## src/design/bilinear_warp_frame_engine_macros.svh

```systemverilog
// ----------------------------------------------------------------------------
// Assertion macros for the bilinear warp frame engine
// Concurrent assertion wrappers that compile away under synthesis.
// ----------------------------------------------------------------------------
`ifndef BILINEAR_WARP_FRAME_ENGINE_MACROS_SVH
`define BILINEAR_WARP_FRAME_ENGINE_MACROS_SVH

`ifndef SYNTHESIS
// Checked property with reset masking.
`define BWFE_ASSERT(name, clk, rst, prop) \
  name: assert property (@(posedge clk) disable iff (rst) prop) \
    else $error("assertion failed");
// Checked property that also holds during reset.
`define BWFE_ASSERT_ALWAYS(name, clk, prop) \
  name: assert property (@(posedge clk) prop) else $error("assertion failed");
`else
`define BWFE_ASSERT(name, clk, rst, prop)
`define BWFE_ASSERT_ALWAYS(name, clk, prop)
`endif

`endif

```

## src/design/bwfe_pkg.sv

```systemverilog
// ----------------------------------------------------------------------------
// Bilinear warp frame engine package
// Shared types and constants for the front, queue and back modules.
// ----------------------------------------------------------------------------
package bwfe_pkg;

  // Width of a computed linear address before it is fitted to the store.
  localparam int ADDR_W = 22;
  localparam int SIZE_W = 20;
  localparam int QUEUE_DEPTH = 2;

  // Input item kinds.
  localparam logic [1:0] KIND_PLOT = 2'd0;
  localparam logic [1:0] KIND_WARP = 2'd1;
  localparam logic [1:0] KIND_READ = 2'd2;

  typedef enum logic [1:0] {
    OP_PLOT,
    OP_WARP,
    OP_READ
  } op_t;

  // One classified item waiting for the back end.
  typedef struct packed {
    op_t                 op;
    logic [ADDR_W-1:0]   base;
    logic [3:0]          mask;
    logic [7:0]          value;
    logic [3:0][7:0]     weight;
    logic                oob;
  } entry_t;

  typedef enum logic [3:0] {
    S_CLEAR,
    S_IDLE,
    S_WARP,
    S_WFIN,
    S_WOUT,
    S_PRD,
    S_PWR,
    S_RRD,
    S_ROUT
  } state_t;

endpackage

```

## src/design/bwfe_front.sv

```systemverilog
// ----------------------------------------------------------------------------
// Front end
// Accepts input items, computes addresses and term masks, queues the work.
// ----------------------------------------------------------------------------
module bwfe_front (
  input  logic                        s_tvalid,
  output logic                        s_tready,
  // x_pos[10:0], y_pos[21:11], plot_value[29:22], plot_square[30],
  // weight_top_left[38:31], weight_right[46:39], weight_below[54:47],
  // weight_below_right[62:55]
  input  logic [63:0]                 s_tdata,
  // kind[1:0]
  input  logic [1:0]                  s_tuser,
  input  logic [9:0]                  w,
  input  logic [9:0]                  h,
  input  logic [bwfe_pkg::SIZE_W-1:0] size,
  input  logic                        full,
  output logic                        push,
  output bwfe_pkg::entry_t            push_entry
);

  logic signed [11:0]          xs, ys, wlim, hlim;
  logic [10:0]                 x_pos, y_pos;
  logic [19:0]                 prod;
  logic [bwfe_pkg::ADDR_W-1:0] base, b1, bw, bw1, sz;
  logic                        neg, plot_ok, keep;

  assign x_pos = s_tdata[10:0];
  assign y_pos = s_tdata[21:11];

  // Plot window test in signed arithmetic.
  assign xs      = {x_pos[10], x_pos};
  assign ys      = {y_pos[10], y_pos};
  assign wlim    = $signed({2'b00, w}) - 12'sd3;
  assign hlim    = $signed({2'b00, h}) - 12'sd3;
  assign plot_ok = (xs > 12'sd0) && (xs < wlim) && (ys > 12'sd0) && (ys < hlim);
  assign neg     = x_pos[10] | y_pos[10];

  // Linear address of the item and of its three neighbors.
  assign prod = y_pos[9:0] * w;
  assign base = bwfe_pkg::ADDR_W'(prod) + bwfe_pkg::ADDR_W'(x_pos[9:0]);
  assign b1   = base + 22'd1;
  assign bw   = base + bwfe_pkg::ADDR_W'(w);
  assign bw1  = bw + 22'd1;
  assign sz   = bwfe_pkg::ADDR_W'(size);

  // Classify the item; ignored items are consumed without queuing.
  always_comb begin
    push_entry.base   = base;
    push_entry.value  = s_tdata[29:22];
    push_entry.weight = {s_tdata[62:55], s_tdata[54:47], s_tdata[46:39], s_tdata[38:31]};
    push_entry.oob    = neg || (x_pos[9:0] >= w) || (y_pos[9:0] >= h);
    push_entry.op     = bwfe_pkg::OP_READ;
    push_entry.mask   = 4'b0000;
    keep              = 1'b0;
    unique case (s_tuser)
      bwfe_pkg::KIND_PLOT: begin
        push_entry.op   = bwfe_pkg::OP_PLOT;
        push_entry.mask = s_tdata[30] ? 4'b1111 : 4'b0001;
        keep            = plot_ok;
      end
      bwfe_pkg::KIND_WARP: begin
        push_entry.op   = bwfe_pkg::OP_WARP;
        push_entry.mask = {!neg && (bw1 < sz), !neg && (bw < sz),
                           !neg && (b1 < sz), !neg && (base < sz)};
        keep            = 1'b1;
      end
      bwfe_pkg::KIND_READ: begin
        keep = 1'b1;
      end
      default: begin
        keep = 1'b0;
      end
    endcase
  end

  assign s_tready = !full;
  assign push     = s_tvalid && s_tready && keep;

endmodule

```

## config.mk

```make
export PLATFORM = sky130hd
export DESIGN_NAME = bwfe_front
export DESIGN_NICKNAME = d
export VERILOG_FILES = /design/src/design/bilinear_warp_frame_engine_macros.svh /design/src/design/bwfe_pkg.sv /design/src/design/bwfe_front.sv
export SDC_FILE = /design/constraint.sdc
export NUM_CORES = 1
export LEC_CHECK = 0
export ABC_AREA = 1
export BUFFER_PORTS_ARGS = -buffer_cell sky130_fd_sc_hd__buf_2
export CORE_MARGIN = 4
export CORE_UTILIZATION = 30
export DETAILED_ROUTE_END_ITERATION = 8
export SYNTH_ARGS = -nofsm -noshare
export SYNTH_HDL_FRONTEND = slang
export SYNTH_SLANG_ARGS = --single-unit
```

## constraint.sdc

```tcl
create_clock -name vclk -period 8.53
set_input_delay 0.4265 -clock vclk [all_inputs]
set_output_delay 0.4265 -clock vclk [all_outputs]
set_load 0.1 [all_outputs]
```

==> summary.md, run 1 <==
| Metric | Value |
|---|---|
| Synth warn | 0 |
| Num rows | 64 |
| Routed Wire Length | 24400 um |
| Largest net degree at the start of global routing | 16 |
| Gr ovfl total | 0 |
| Multi-input gate area | 7880 um2 |
| First-pass GRT wire length | 41400 um |
| Filler instances | 3365 |
| IO Count | 179 |
| Crit-path max FO | 10 |
| Tot GR Track Use | 14.3% |
| Die Ht | 185 um |
| Relative slew margins | 61.5% |
| Crit path kind | in2out |
| Slowest stage cell, crit path | fa_1 |
| Via density | 4.64 |
| Syn Nets | 1820 |
| Iter 0 DRT Violations | 354 |
| Worst slew pin tran | 0.575 ns |
| Class of the worst hold path | in2out |
| Layout cell share with drive strength beyond 1 | 12.2% |
| Post-DP Area | 10200 um2 |
| Layout Nets | 1870 |
| Hold Path End | push_entry[18] |
| Layout area overhead | 8.92% |
| Number of diodes | 0 |
| CTS Hold Buffers Added | 0 |
| Residual DRC | 0 |
| Non-Filler Cell Area, Final | 10300 um2 |
| Top post-synthesis cells by count | nand2_1 (356), inv_1 (328), ha_1 (196) |
| Final hold vios | 0 |
| Fraction of the yosys area taken by sequential cells | 0% |
| Largest cells by area after synthesis | ha_1 (26%), fa_1 (16%), nand2_1 (14%), inv_1 (13%), xor2_1 (4.4%) |
| Synthesized area per cell | 6.53 um2 |
| Status | complete, no violations |
| Setup TNS | 0 ns |
| FFs & Latches | 0 |
| Dominant cell type by area after synthesis | ha_1 |
| Worst EP arrival | 7.65 ns |
| Yosys top cell area share | 26.0% |
| Period utilisation layout | 94.6% |
| Most frequent cell after synthesis | nand2_1 |
| Starting Density | 30.6% |
| HPWL after DPL | 21700 um |
| Antenna-violating nets left | 0 |
| FF/Latch Area | 0 um2 |
| Crit start category | input pin |
| Synthesized area | 9420 um2 |
| # port buffers | 97 |
| Vias | 8745 |
| Final Max Slew Viols | 0 |
| Initial antenna violation count | 1 |
| Die W | 185 um |
| Crit. End Element | output pin |
| CP required | 8.10 ns |
| GP Congestion | 0.853 |
| Die area | 34300 um2 |
| Clock buf count | 0 |
| Slowest stage delay, CP | 0.54 ns |
| Max_cap viols | 0 |
| Wire per inst | 12.9 um |
| Minimum clock period after layout | 8.07 ns |
| DR pass1 iterations | 4 |
| Cell repeated most along the worst path | nand2_1 |
| Worst hold slack | 0.853 ns |
| Worst hold path depth | 0 |
| Vias in the first global route | 8824 |
| Core ar. | 30700 um2 |
| Hold wc startpoint | s_tdata[48] |
| Synth cell types | 46 |
| Post-synthesis cell count | 1442 |
| Setup violators final | 0 |
| Max Fclk | 0.124 GHz |
layer usage:
metal	wire (um)	global-route usage [%]	vias up	part of all wire (%)
met5	13	0	-	0.053
met4	204	1.38	2	0.84
met3	1010	1.20	24	4.1
met2	11700	26.1	158	48
met1	11500	19.0	4014	47
li1	-	-	4547	-
cell families (layout without fill, tap and decap cells):
family,Yosys count,in the layout,synth area share [%]
other,1,1,0.0398
buffers and inverters,400,448,17.8
adder cells (fa/ha/maj),270,270,41.8
AO/OA/AOI/OAI,109,109,6.86
XOR/XNOR,56,56,5.21
AND/OR/NAND/NOR,606,606,28.4
worst max-delay path by stage:
stage                      from             end  depth (start not counted)
finish                     w[3]  push_entry[44]                         40
floorplan           s_tdata[16]  push_entry[44]                         39
detailed placement         w[3]  push_entry[44]                         38
CTS                        w[3]  push_entry[44]                         38
global placement           w[3]  push_entry[44]                         38
global route               w[3]  push_entry[44]                         41
timing repair:
item,in CTS,in global routing
gates resized for setup,0,14
setup endpoints to repair,0,1
setup buffers,0,0
critical path, delay by kind of cell:
family	cells	cell delay, ns
buffers and inverters	7	0.79
AO/OA/AOI/OAI	2	0.31
adder cells (fa/ha/maj)	8	3.44
XOR/XNOR	2	0.38
AND/OR/NAND/NOR	21	2.30
through the flow:
step           util (%)  setup WS [ns]  cells
3_5_place_dp       33.1          0.259   1886
5_1_grt            33.4        -0.0381   1886
3_3_place_gp       33.1          0.325   1886
4_1_cts            33.1          0.248   1886
6_report           33.4          0.457   1886
2_1_floorplan         -          0.153   1442
layout by cell type (no fill, tap or decap), types with 4 or more instances in the layout:
cell / instances
inv_2: 8
nor2_4: 5
ha_1: 191
nor3_1: 14
inv_1: 328
nand2_2: 22
fa_1: 74
buf_4: 15
nand2_1: 353
nand3_1: 68
buf_2: 94
o221ai_1: 4
xnor2_1: 9
xor2_1: 40
nor4_1: 4
xor2_2: 4
nor2_2: 11
nand3_2: 4
a21oi_1: 57
nand4_1: 35
o21ai_0: 16
a211oi_1: 6
a21boi_0: 6
nor2_1: 75
final cells by class:
cell class,instances,share of cell area (%)
inverters,336,12.3
multi-input cells,1042,76.8
well taps,396,4.83
repair buffers,112,6.03
Power of run 1 is left out: the tool's default activity adds up to more than one toggle a clock period on the data nets, which glitch-free logic cannot reach.
==> inputs of run 2 (changes only) <==
- clock period: 8.53 -> 8.5 ns (I/O delays scaled with it)
==> summary.md, run 2 (same netlist as run 1, synthesis figures left out) <==
| Metric | Value |
|---|---|
| Via density | 4.63 |
| GP Congestion | 0.856 |
| Relative slew margins | 58.4% |
| Vias in the first global route | 8767 |
| Tot GR Track Use | 14.4% |
| First-pass GRT wire length | 41700 um |
| Gr ovfl total | 0 |
| Final hold vios | 0 |
| Clock buf count | 0 |
| Period utilisation layout | 93.9% |
| Final Core Density | 33.3% |
| Crit. End Element | output pin |
| Antenna-violating nets left | 0 |
| Worst EP arrival | 7.56 ns |
| Layout Nets | 1870 |
| Number of diodes | 0 |
| Slowest stage cell, crit path | fa_1 |
| Max_cap viols | 0 |
| Minimum clock period after layout | 7.98 ns |
| Final Max Slew Viols | 0 |
| DR pass1 iterations | 5 |
| Most common cell after layout, fill and taps aside | nand2_1 |
| Initial antenna violation count | 0 |
| Worst hold slack | 0.850 ns |
| Die Ht | 185 um |
| Hold Path End | push_entry[10] |
| Max Fclk | 0.125 GHz |
| FFs & Latches | 0 |
| Critical Path Start | w[3] |
| Worst slew pin tran | 0.622 ns |
| Placed cell count | 1886 |
| Filler instances | 3415 |
| Worst hold path depth | 0 |
| Setup violators final | 0 |
| Crit path kind | in2out |
| Post-CTS setup buffers | 0 |
| Wire per inst | 12.9 um |
| Most frequent cells in the layout | nand2_1 (353), inv_1 (328), ha_1 (192) |
| Class of the worst hold path | in2out |
| Starting Density | 30.6% |
| Crit start category | input pin |
| CP required | 8.08 ns |
| Hold wc startpoint | s_tdata[40] |
| Die area | 34300 um2 |
| HPWL after DPL | 21700 um |
| IO Count | 179 |
| Residual DRC | 0 |
| Multi-input gate area | 7850 um2 |
| Cell repeated most along the worst path | nand2_1 |
| CTS Hold Buffers Added | 0 |
| Layout area overhead | 8.65% |
| # port buffers | 97 |
| FF/Latch Area | 0 um2 |
| Vias | 8741 |
| Slowest stage delay, CP | 0.53 ns |
| Status | complete, no violations |
| Core ar. | 30700 um2 |
| Crit-path max FO | 12 |
| Num rows | 64 |
| Routed Wire Length | 24300 um |
| Non-filler cells, final | 1886 |
| Die W | 185 um |
| Largest net degree at the start of global routing | 16 |
| Layout cell share with drive strength beyond 1 | 12.1% |
| Iter 0 DRT Violations | 361 |
## run 2: cell types whose count changed in the layout (fill, tap and decap cells not counted)
cell      previous run  this run
ha_1               191       192
buf_2               94        92
xor2_2               4         3
buf_4               15        16
ha_4                 2         0
xor2_1              40        41
ha_2                 3         4
clkbuf_4             2         3
## run 2: worst max-delay path: cells and delay by family
family | cells | cell delay, ns
fa+ha+maj | 8 | 3.39
xor+xnor | 2 | 0.38
buf+inv | 7 | 0.77
compound gates | 2 | 0.31
simple gates | 21 | 2.24
## run 2: per-stage QoR
stage               worst slack [ns]  TNS (ns)  instance area [um2]
floorplan                      0.126         0                 9490
global placement               0.286         0                10200
detailed placement             0.221         0                10200
CTS                            0.195         0                10200
global route                 -0.0153   -0.0153                10200
finish                         0.516         0                10200
## run 2: routing by layer
metal / global-route usage, % / wire (um) / vias to the layer above
met2: 25.2 / 11400 / 156
met5: 0 / 0 / -
li1: - / - / 4547
met4: 2.29 / 432 / 0
met3: 1.24 / 999 / 25
met1: 19.6 / 11400 / 4013
## run 2: how the worst max path moves through the flow
stage,to,slack [ns]
4_1_cts,push_entry[44],0.20
5_1_grt,push_entry[44],-0.02
3_5_place_dp,push_entry[44],0.22
2_1_floorplan,push_entry[44],0.13
3_3_place_gp,push_entry[44],0.29
6_report,push_entry[44],0.52
## run 2: layout make-up
type / count / area share [%]
Multi-Input combinational cell: 1042 / 76.7
Inverter: 336 / 12.3
Timing Repair Buffer: 112 / 6.09
Tap cell: 396 / 4.84
## run 2: timing repair
item                                   4_1_cts  5_1_grt
endpoints found under the hold margin        0        0
gates resized for setup                      0       15
setup endpoints to repair                    0        1
Power of run 2 is left out for the same reason.
