$ cat config.mk
export PLATFORM = sky130hd
export DESIGN_NAME = bwfe_queue
export DESIGN_NICKNAME = d
export VERILOG_FILES = /design/src/design/bilinear_warp_frame_engine_macros.svh /design/src/design/bwfe_pkg.sv /design/src/design/bwfe_queue.sv
export SDC_FILE = /design/constraint.sdc
export NUM_CORES = 1
export LEC_CHECK = 0
export BUFFER_PORTS_ARGS = -buffer_cell sky130_fd_sc_hd__buf_2
export CORE_ASPECT_RATIO = 1.5
export CORE_MARGIN = 4
export CORE_UTILIZATION = 45
export CTS_CLUSTER_SIZE = 16
export DETAILED_ROUTE_END_ITERATION = 8
export GPL_TIMING_DRIVEN = 0
export HOLD_SLACK_MARGIN = 0.02
export PLACE_DENSITY = 0.8
export SETUP_SLACK_MARGIN = 0.4
export SYNTH_ARGS = -nofsm -noshare
export SYNTH_HDL_FRONTEND = slang
export SYNTH_SLANG_ARGS = --single-unit
$ cat constraint.sdc
create_clock -name clk -period 5.35 [get_ports clk]
set_input_delay 1.07 -clock clk [delete_from_list [all_inputs] [get_ports clk]]
set_output_delay 1.07 -clock clk [all_outputs]
set_load 0.01 [all_outputs]
$ cat src/design/bilinear_warp_frame_engine_macros.svh
// ----------------------------------------------------------------------------
// Assertion macros for the bilinear warp frame engine
// Concurrent assertion wrappers that compile away under synthesis.
// ----------------------------------------------------------------------------
`ifndef BILINEAR_WARP_FRAME_ENGINE_MACROS_SVH
`define BILINEAR_WARP_FRAME_ENGINE_MACROS_SVH

`ifndef SYNTHESIS
// Checked property with reset masking.
`define BWFE_ASSERT(name, clk, rst, prop) \
  name: assert property (@(posedge clk) disable iff (rst) prop) \
    else $error("assertion failed");
// Checked property that also holds during reset.
`define BWFE_ASSERT_ALWAYS(name, clk, prop) \
  name: assert property (@(posedge clk) prop) else $error("assertion failed");
`else
`define BWFE_ASSERT(name, clk, rst, prop)
`define BWFE_ASSERT_ALWAYS(name, clk, prop)
`endif

`endif

$ cat src/design/bwfe_pkg.sv
// ----------------------------------------------------------------------------
// Bilinear warp frame engine package
// Shared types and constants for the front, queue and back modules.
// ----------------------------------------------------------------------------
package bwfe_pkg;

  // Width of a computed linear address before it is fitted to the store.
  localparam int ADDR_W = 22;
  localparam int SIZE_W = 20;
  localparam int QUEUE_DEPTH = 2;

  // Input item kinds.
  localparam logic [1:0] KIND_PLOT = 2'd0;
  localparam logic [1:0] KIND_WARP = 2'd1;
  localparam logic [1:0] KIND_READ = 2'd2;

  typedef enum logic [1:0] {
    OP_PLOT,
    OP_WARP,
    OP_READ
  } op_t;

  // One classified item waiting for the back end.
  typedef struct packed {
    op_t                 op;
    logic [ADDR_W-1:0]   base;
    logic [3:0]          mask;
    logic [7:0]          value;
    logic [3:0][7:0]     weight;
    logic                oob;
  } entry_t;

  typedef enum logic [3:0] {
    S_CLEAR,
    S_IDLE,
    S_WARP,
    S_WFIN,
    S_WOUT,
    S_PRD,
    S_PWR,
    S_RRD,
    S_ROUT
  } state_t;

endpackage

$ cat src/design/bwfe_queue.sv
// ----------------------------------------------------------------------------
// Item queue
// Short FIFO between the classifying front and the executing back.
// ----------------------------------------------------------------------------
module bwfe_queue (
  input  logic             clk,
  input  logic             rst,
  input  logic             push,
  input  bwfe_pkg::entry_t push_entry,
  output logic             full,
  input  logic             pop,
  output logic             not_empty,
  output bwfe_pkg::entry_t head
);

  bwfe_pkg::entry_t entries [bwfe_pkg::QUEUE_DEPTH];
  logic       wr_ptr;
  logic       rd_ptr;
  logic [1:0] count;

  assign full      = (count == 2'(bwfe_pkg::QUEUE_DEPTH));
  assign not_empty = (count != 2'd0);
  assign head      = entries[rd_ptr];

  // Storage is written without reset.
  always_ff @(posedge clk) begin
    if (push) begin
      entries[wr_ptr] <= push_entry;
    end
  end

  // Pointers and fill count.
  always_ff @(posedge clk) begin
    if (rst) begin
      wr_ptr <= 1'b0;
      rd_ptr <= 1'b0;
      count  <= 2'd0;
    end else begin
      if (push) wr_ptr <= ~wr_ptr;
      if (pop) rd_ptr <= ~rd_ptr;
      count <= count + 2'(push) - 2'(pop);
    end
  end

endmodule

==> reports/qor.yml, run 1 <==
htree_levels: 4
ys_seq_elements: 143
nFillCells: 874
hold_class: "flip-flop to flip-flop"
synth_warnings: 0
grt-ovfl-total: 0
setup_tns_ns: 0
syn2layout_area_growth_pct: 31.02
syn_area_mm2: 0.005240
outcome: "finished, final reports clean"
slew_violations: 0
drive_above_1_share_pct: 61.89
hp-start: "rd_ptr$_SDFFE_PP0P_"
cp_common_cell: "buf_2"
setup_viol: 0
postCtsResizedCells: 0
worst_clock_skew_ns: 0.005843
cap_violations: 0
required_ns: 4.28
die_h_um: 140.2
first_pass_iters: 4
use_met2_pct: 26.43
die_area_mm2: 0.01347
nets: 475
synth.yosys.seq_area_share_pct: 80.99
avgSynthCellArea_um2: 22.20
power_density_mw_per_mm2: 425.8
finalHoldViolations: 0
cp_slowest_cell: "mux2_2"
layout_min_cycle_time_ns: 2.735
track_usage_pct: 14.84
vias_per_cell: 4.826
rsz0062_at_grt: "false"
power.total_mw: 2.923
portBuffers: 143
ioPinCount: 144
post-cts-setup-buffers: 0
clockBufferDepth: 2
ir_worst_vdd_v: 0.0002678
relSlewSlack_pct: 36.87
finalCritPeriodShare_pct: 51.13
worst_pin_slew_ns: 0.9469
cts_hold_buf: 0
timing.rr.start: "wr_ptr$_SDFFE_PP0P_"
cpPeakStageDelay_ns: 0.39
path_buf_inv: 3
start_util_pct: 45.68
crit_arrival_ns: 1.67
cts_tree: "yes"
grt-busiest-layer: "met2"
vias: 2712
grt_util_met3_pct: 4.567
antenna_found_initial: 2
placed_cell_area_mm2: 0.006201
numClockSinks: 143
critPathKind: "flip-flop to output pin"
root_buffer: "clkbuf_16"
syn-num-nets: 311
path_max_fanout: 10
synthDistinctLibCells: 15
critical_path.top_delay_family: "buffers and inverters"
diodes: 0
cp-end-kind: "output pin"
stdcell_area_mm2: 0.006865
clk_pin_slew_worst_paths_ns: 0.05
place_hpwl_um: 6635
routed_wl_um: 9491
core_mm2: 0.01147
dp.cells: 531
numCtsBuffers: 17
grt_max_degree: 70
gp_congestion: 0.6956
fp-row-count: 48
die_w_um: 96.11
fmax_mhz: 365.6
synthCells: 236
drc: 0
grt_pass1_wl_um: 14680
antenna_left: 0
p_leak_nw: 2.646
cp-start-kind: "flip-flop"
crit_chain: "buf_6 -> buf_2 -> mux2_2 -> buf_2"
grt_pass1_vias: 2907
insertion_delay_ns: 0.41
wl_per_cell_um: 16.89
finalNonFillerCells: 562
use_met1_pct: 15.38
drtIter0Drc: 96
-- layout by cell type (no fill, tap or decap) --
cell        instances
buf_8               1
ha_1                2
mux2_4             10
inv_6               2
xnor2_1             2
inv_1               2
buf_6               2
buf_2             148
buf_16              1
nor2b_1             2
nor2b_4             1
xnor3_1             1
clkinvlp_4          2
clkinv_4            2
edfxtp_1          138
clkinv_1            1
clkinv_2            1
bufinv_16           6
mux2_2             59
clkbuf_16          17
and2_4              1
nor2_1              4
or2_2               1
buf_12              1
dfxtp_1             5
-- worst paths after layout --
check | cells past startpoint | to | slack (ns)
setup / recovery | 4 | head[15] | 2.61
hold / removal | 2 | rd_ptr$_SDFFE_PP0P_ | 0.53
setup reg to reg | 1 | entries[1][41]$_DFFE_PP_ | 3.71
hold reg to reg | 2 | rd_ptr$_SDFFE_PP0P_ | 0.53
-- state kept, by name (all words and copies together), names as in the netlist, named ones only --
register and cells:
count 2, entries 138, wr_ptr 1, rd_ptr 1
-- metal layers --
layer	part of all wire, %	up-vias
met1	35	1346
met2	57	86
met5	0.22	-
met3	6.2	17
li1	-	1259
met4	1.9	4
-- stage by stage --
step | hold slack (ns) | utilization [%] | setup slack, ns
floorplan | 0.4799 | - | 0.7472
global placement | 0.4959 | 53.56 | -0.8326
detailed placement | 0.5169 | 54.06 | 2.933
CTS | 0.5304 | 59.85 | 2.569
global route | 0.5585 | 59.85 | 2.543
finish | 0.5306 | 59.85 | 2.615
-- power breakdown --
part | total (mW) | internal [mW] | switching, mW
clock | 1.30 | 0.873 | 0.430
sequential | 1.33 | 1.31 | 0.0175
combinational | 0.295 | 0.148 | 0.148
-- cell usage after synthesis (all sizes together) --
cell    instances  area share [%]
mux2           69              16
buf             8             1.2
ha              2            0.48
xnor3           1            0.43
nor2            4            0.29
inv             2            0.14
edfxtp        138              79
and2            1            0.12
dfxtp           5             1.9
or2             1            0.12
nor2b           3            0.36
xnor2           2            0.33
-- cell type report --
type / instances / area (um2) / area share, %
Buffer: 8 / 62.56 / 0.9112
Clock buffer: 17 / 425.4 / 6.196
Clock inverter: 14 / 239.0 / 3.481
Inverter: 2 / 7.507 / 0.1093
Multi-Input combinational cell: 83 / 935.9 / 13.63
Sequential cell: 143 / 4244 / 61.82
Tap cell: 150 / 187.7 / 2.734
Timing Repair Buffer: 145 / 763.2 / 11.12
-- cell families (layout without fill, tap and decap cells) --
| kind of cell | count (synthesis) | count (layout) | share of synthesized area [%] |
|---|---|---|---|
| buf+inv | 10 | 186 | 1.337 |
| fa+ha+maj | 2 | 2 | 0.4775 |
| flops | 143 | 143 | 80.99 |
| xor+xnor | 3 | 3 | 0.7641 |
| mux | 69 | 69 | 15.54 |
| simple gates | 9 | 9 | 0.8836 |
Power figures use the tool's default switching activity.
==> inputs of run 2 (changes only) <==
Clock period 5.35 ns to 2.8 ns, I/O delays scaled along.
==> reports/qor.yml, run 2 (same netlist as run 1, synthesis figures left out) <==
outcome: "finished, final reports clean"
nFillCells: 892  # +2.1%
wl_per_cell_um: 16.88  # about the same
power_density_mw_per_mm2: 786.4  # +85%
syn2layout_area_growth_pct: 30.40
numCtsBuffers: 17  # unchanged
cap_violations: 0  # unchanged
antenna_left: 0  # unchanged
clk_pin_slew_worst_paths_ns: 0.05  # about the same
required_ns: 2.24  # -2.04 ns
diodes: 0  # unchanged
ioPinCount: 144  # unchanged
cp-start-kind: "flip-flop"
slew_violations: 0  # unchanged
insertion_delay_ns: 0.40  # about the same
r2r_end: "entries[0][66]$_DFFE_PP_"
cts_tree: "yes"
crit_arrival_ns: 1.63  # -0.04 ns
post-cts-setup-buffers: 0  # unchanged
reg.largest.list: "entries x138, count x2"
drive_above_1_share_pct: 61.11  # -0.78 points
timing.rr.start: "wr_ptr$_SDFFE_PP0P_"
setup_viol: 0  # unchanged
postCtsResizedCells: 0  # unchanged
worst_pin_slew_ns: 0.7110  # -0.2359 ns
grt-ovfl-total: 0  # unchanged
core_mm2: 0.01147  # unchanged
setup_ws_ns: 0.6064  # -2.008 ns
numClockSinks: 143  # unchanged
layout_min_cycle_time_ns: 2.194
final_cell_mix: "148 x buf_2, 138 x edfxtp_1, 59 x mux2_2, 17 x clkbuf_16, 10 x mux2_4"
fp-row-count: 48  # unchanged
drtIter0Drc: 108  # +13%
clockBufferDepth: 2  # unchanged
gp_congestion: 0.7045  # +1.3%
rsz0062_at_grt: "false"
grt_max_degree: 49  # -30%
portBuffers: 143  # unchanged
die_area_mm2: 0.01347  # unchanged
ir_worst_vdd_v: 0.0004519  # +69%
worst_clock_skew_ns: 0.005996  # +0.0001523 ns
die_w_um: 96.11  # unchanged
largest_register_ffs: 138  # unchanged
track_usage_pct: 14.74  # -0.099 points
place_hpwl_um: 6716  # +1.2%
finalCritPeriodShare_pct: 78.34
mostFrequentLayoutCell: "buf_2"
p_leak_nw: 2.634  # -0.48%
critPathKind: "flip-flop to output pin"
placed_cell_area_mm2: 0.006228  # +0.44%
die_h_um: 140.2  # unchanged
root_buffer: "clkbuf_16"
final_util_pct: 59.57  # -0.28 points
start_util_pct: 45.68  # unchanged
hold_class: "input port to flip-flop"
path_max_fanout: 10  # unchanged
crit_path_end: "head[48]"
htree_levels: 4  # unchanged
grt_pass1_vias: 2916  # +0.31%
finalHoldViolations: 0  # unchanged
routed_wl_um: 9520  # +0.31%
vias: 2700  # -0.44%
nets: 476  # +0.21%
drc: 0  # unchanged
cp-end-kind: "output pin"
reg2regPathDepth: 3  # +2
setup_tns_ns: 0  # unchanged
first_pass_iters: 6  # +2
cts_hold_buf: 0  # unchanged
grt_pass1_wl_um: 14430  # -1.7%
vias_per_cell: 4.787  # -0.80%
antenna_found_initial: 1  # -1
stdcell_area_mm2: 0.006833  # -0.47%
fmax_mhz: 455.9
largest_register: "entries"
ff2ff_setup_slack_ns: 1.09  # -2.62 ns
relSlewSlack_pct: 52.50  # +16 points
pre_cts_ws_ns: 0.6573  # -2.275 ns
[run 2: cell count changes in the layout (fill, tap and decap cells not counted), sizes merged]
cell      change
clkbuf        +4
buf           +1
bufinv        -2
clkinvlp      -1
inv           -1
clkinv        +1
[run 2: report_power, final]
group / leakage, nW / internal (mW) / total, mW / switching [mW]
Clock: 0.293 / 1.49 / 2.27 / 0.785
Sequential: 1.34 / 2.50 / 2.53 / 0.0332
Combinational: 1.00 / 0.287 / 0.571 / 0.284
[run 2: metrics by stage]
step	std cells	hold slack, ns	total power [mW]
2_1_floorplan	236	0.4799	2.898
3_3_place_gp	529	0.4955	3.118
3_5_place_dp	532	0.5030	3.159
4_1_cts	564	0.3235	5.433
5_1_grt	564	0.3212	5.593
6_report	564	0.3426	5.373
[run 2: layer usage]
layer	vias up	share of wire [%]	track usage (%)	routed length, um
li1	1263	-	-	-
met1	1330	34	14.76	3258
met2	83	57	26.03	5434
met3	22	6.0	5.373	567
met4	2	2.6	7.271	252
met5	-	0.074	0	7
[run 2: critical path, stage by stage (launching register included)]
cell and delay (ns):
dfxtp_1 0.32, buf_6 0.12, buf_2 0.27, mux2_2 0.38
buf_2 0.14
[run 2: cell type report]
cell class                      instances  area [um2]  area share (%)
Clock inverter                         11       163.9           2.399
Multi-Input combinational cell         83       935.9           13.70
Tap cell                              150       187.7           2.747
Inverter                                2       7.507          0.1099
Timing Repair Buffer                  146       790.8           11.57
Clock buffer                           21       440.4           6.446
Sequential cell                       143        4244           62.11
Buffer                                  8       62.56          0.9156
[run 2: worst min-delay path by stage]
| stage | start | end | slack (ns) | cells past startpoint |
|---|---|---|---|---|
| after detailed placement | rd_ptr$_SDFFE_PP0P_ | flip-flop | 0.50 | 2 |
| after global placement | rd_ptr$_SDFFE_PP0P_ | rd_ptr$_SDFFE_PP0P_ | 0.50 | 2 |
| final | push_entry[11] | entries[1][11]$_DFFE_PP_ | 0.34 | 1 |
| after floorplan | rd_ptr$_SDFFE_PP0P_ | flip-flop | 0.48 | 2 |
| after CTS | push_entry[11] | entries[1][11]$_DFFE_PP_ | 0.32 | 1 |
| after global routing | push_entry[29] | entries[0][29]$_DFFE_PP_ | 0.32 | 1 |
==> inputs of run 3 (changes only) <==
Clock period 2.8 ns to 2.2 ns, I/O delays scaled along.
==> reports/qor.yml, run 3 (same netlist as run 1, synthesis figures left out) <==
crit_arrival_ns: 1.56  # -0.07 ns
grt_max_degree: 49  # unchanged
insertion_delay_ns: 0.40  # about the same
ir_worst_vdd_v: 0.0005756  # +27%
largest_register_ffs: 138  # unchanged
power_density_mw_per_mm2: 976.7  # +24%
drtIter0Drc: 106  # -1.9%
ff2ff_setup_slack_ns: 0.64  # -0.45 ns
r2r_end: "entries[1][21]$_DFFE_PP_"
nets: 483  # +1.5%
path_buf_inv: 4  # +1
antenna_found_initial: 2  # +1
path_depth: 5  # +1
wl_per_cell_um: 17.81  # +5.5%
critical_path.top_delay_family: "buffers and inverters"
final_cell_mix: "138 x edfxtp_1, 124 x buf_2, 50 x mux2_2, 25 x buf_6, 19 x mux2_4"
numCtsBuffers: 17  # unchanged
setup_viol: 0  # unchanged
hold_depth: 1  # unchanged
cts_tree: "yes"
cap_violations: 0  # unchanged
htree_levels: 4  # unchanged
fmax_mhz: 499.2
finalHoldViolations: 0  # unchanged
reg2regPathDepth: 2  # -1
layout_min_cycle_time_ns: 2.003
ioPinCount: 144  # unchanged
mostFrequentLayoutCell: "edfxtp_1"
regArea_mm2: 0.004245  # about the same
crit_chain: "buf_8 -> buf_12 -> clkbuf_16 -> mux2_4 -> buf_6"
largest_register: "entries"
root_buffer: "clkbuf_16"
cp-end-kind: "output pin"
worst_pin_slew_ns: 0.6134  # -0.09762 ns
vias_per_cell: 4.795  # +0.17%
power.total_mw: 6.979  # +30%
outcome: "finished, final reports clean"
numClockSinks: 143  # unchanged
cp-start-kind: "flip-flop"
crit_path_end: "head[63]"
routed_wl_um: 10190  # +7.0%
portBuffers: 143  # unchanged
clockBufferDepth: 2  # unchanged
drc: 0  # unchanged
syn2layout_area_growth_pct: 36.37
drive_above_1_share_pct: 62.00  # +0.88 points
place_hpwl_um: 6716  # unchanged
worst_clock_skew_ns: 0.006470  # +0.0004748 ns
hold_class: "input port to flip-flop"
slew_violations: 0  # unchanged
finalCritPeriodShare_pct: 91.05
stdcell_area_mm2: 0.007146  # +4.6%
path_max_fanout: 7  # -3
cp_slowest_cell: "dfxtp_2"
first_pass_iters: 4  # -2
antenna_left: 0  # unchanged
grt_pass1_vias: 2943  # +0.93%
clk_pin_slew_worst_paths_ns: 0.06  # about the same
p_leak_nw: 2.772  # +5.3%
die_area_mm2: 0.01347  # unchanged
required_ns: 1.76  # -0.48 ns
timing.rr.start: "wr_ptr$_SDFFE_PP0P_"
grt_pass1_wl_um: 14770  # +2.3%
die_w_um: 96.11  # unchanged
reg.largest.list: "entries x138, count x2"
rsz0062_at_grt: "true"
critPathKind: "flip-flop to output pin"
vias: 2743  # +1.6%
die_h_um: 140.2  # unchanged
gp_congestion: 0.7045  # unchanged
track_usage_pct: 15.08  # +0.35 points
core_mm2: 0.01147  # unchanged
start_util_pct: 45.68  # unchanged
cpPeakStageDelay_ns: 0.32  # -0.06 ns
nFillCells: 846  # -5.2%
relSlewSlack_pct: 58.92  # +6.4 points
fp-row-count: 48  # unchanged
placed_cell_area_mm2: 0.006228  # unchanged
multiInputGateArea_um2: 978.4  # +4.5%
grt-ovfl-total: 0  # unchanged
-- run 3: changes by cell type in the layout (fill, tap and decap cells not counted), sizes merged --
cell	previous run	this run
diode	0	1
clkbuf	21	22
buf	154	159
nor2b	3	4
-- run 3: layer usage --
layer | global-route usage [%] | routed length (um) | vias up
li1 | - | - | 1275
met1 | 15.21 | 3496 | 1364
met2 | 26.68 | 5892 | 82
met3 | 5.373 | 528 | 20
met4 | 7.346 | 254 | 2
met5 | 0 | 14 | -
-- run 3: per-stage QoR --
stage                     setup TNS (ns)  util (%)  std cells  worst slack (ns)  hold slack (ns)
final                                  0     62.29        572            0.1968           0.2249
after global routing                   0     62.29        572            0.1455           0.2003
after CTS                              0     60.70        568            0.1617           0.2035
after detailed placement               0     54.30        532            0.1773           0.5030
after global placement            -36.67     53.63        529           -0.4032           0.4955
after floorplan                        0         -        236            0.2829           0.4799
-- run 3: what timing repair did --
item / CTS / global route
buffers inserted: 3 / 1
cloned: 1 / 2
hold buffers: 0 / 0
gates resized for setup: 20 / 28
endpoints found under the setup margin: 69 / 96
-- run 3: power by group --
| group | internal (mW) | switching [mW] | total (mW) |
|---|---|---|---|
| Clock | 1.89 | 0.999 | 2.89 |
| Combinational | 0.470 | 0.392 | 0.863 |
| Sequential | 3.18 | 0.0453 | 3.22 |
-- run 3: worst min-delay path by stage --
stage	start	endpoint	slack (ns)
after floorplan	rd_ptr$_SDFFE_PP0P_	flip-flop	0.48
after CTS	push_entry[11]	entries[1][11]$_DFFE_PP_	0.20
after detailed placement	rd_ptr$_SDFFE_PP0P_	flip-flop	0.50
after global placement	rd_ptr$_SDFFE_PP0P_	rd_ptr$_SDFFE_PP0P_	0.50
final	push_entry[11]	entries[1][11]$_DFFE_PP_	0.22
after global routing	push_entry[29]	entries[0][29]$_DFFE_PP_	0.20
-- run 3: area by class of cell --
class | instances | share of cell area [%]
inverters | 2 | 0.1051
flip-flops and latches | 143 | 59.41
clock inverters | 11 | 2.294
well taps | 150 | 2.627
repair buffers | 152 | 14.11
plain buffers | 8 | 1.558
diodes | 1 | 0.03502
multi-input cells | 84 | 13.69
clock buffers | 21 | 6.164
-- run 3: worst reg2reg max path, stage by stage (launching register included) --
cell and delay (ns):
dfxtp_1 0.47, and2_4 0.44, buf_16 0.32
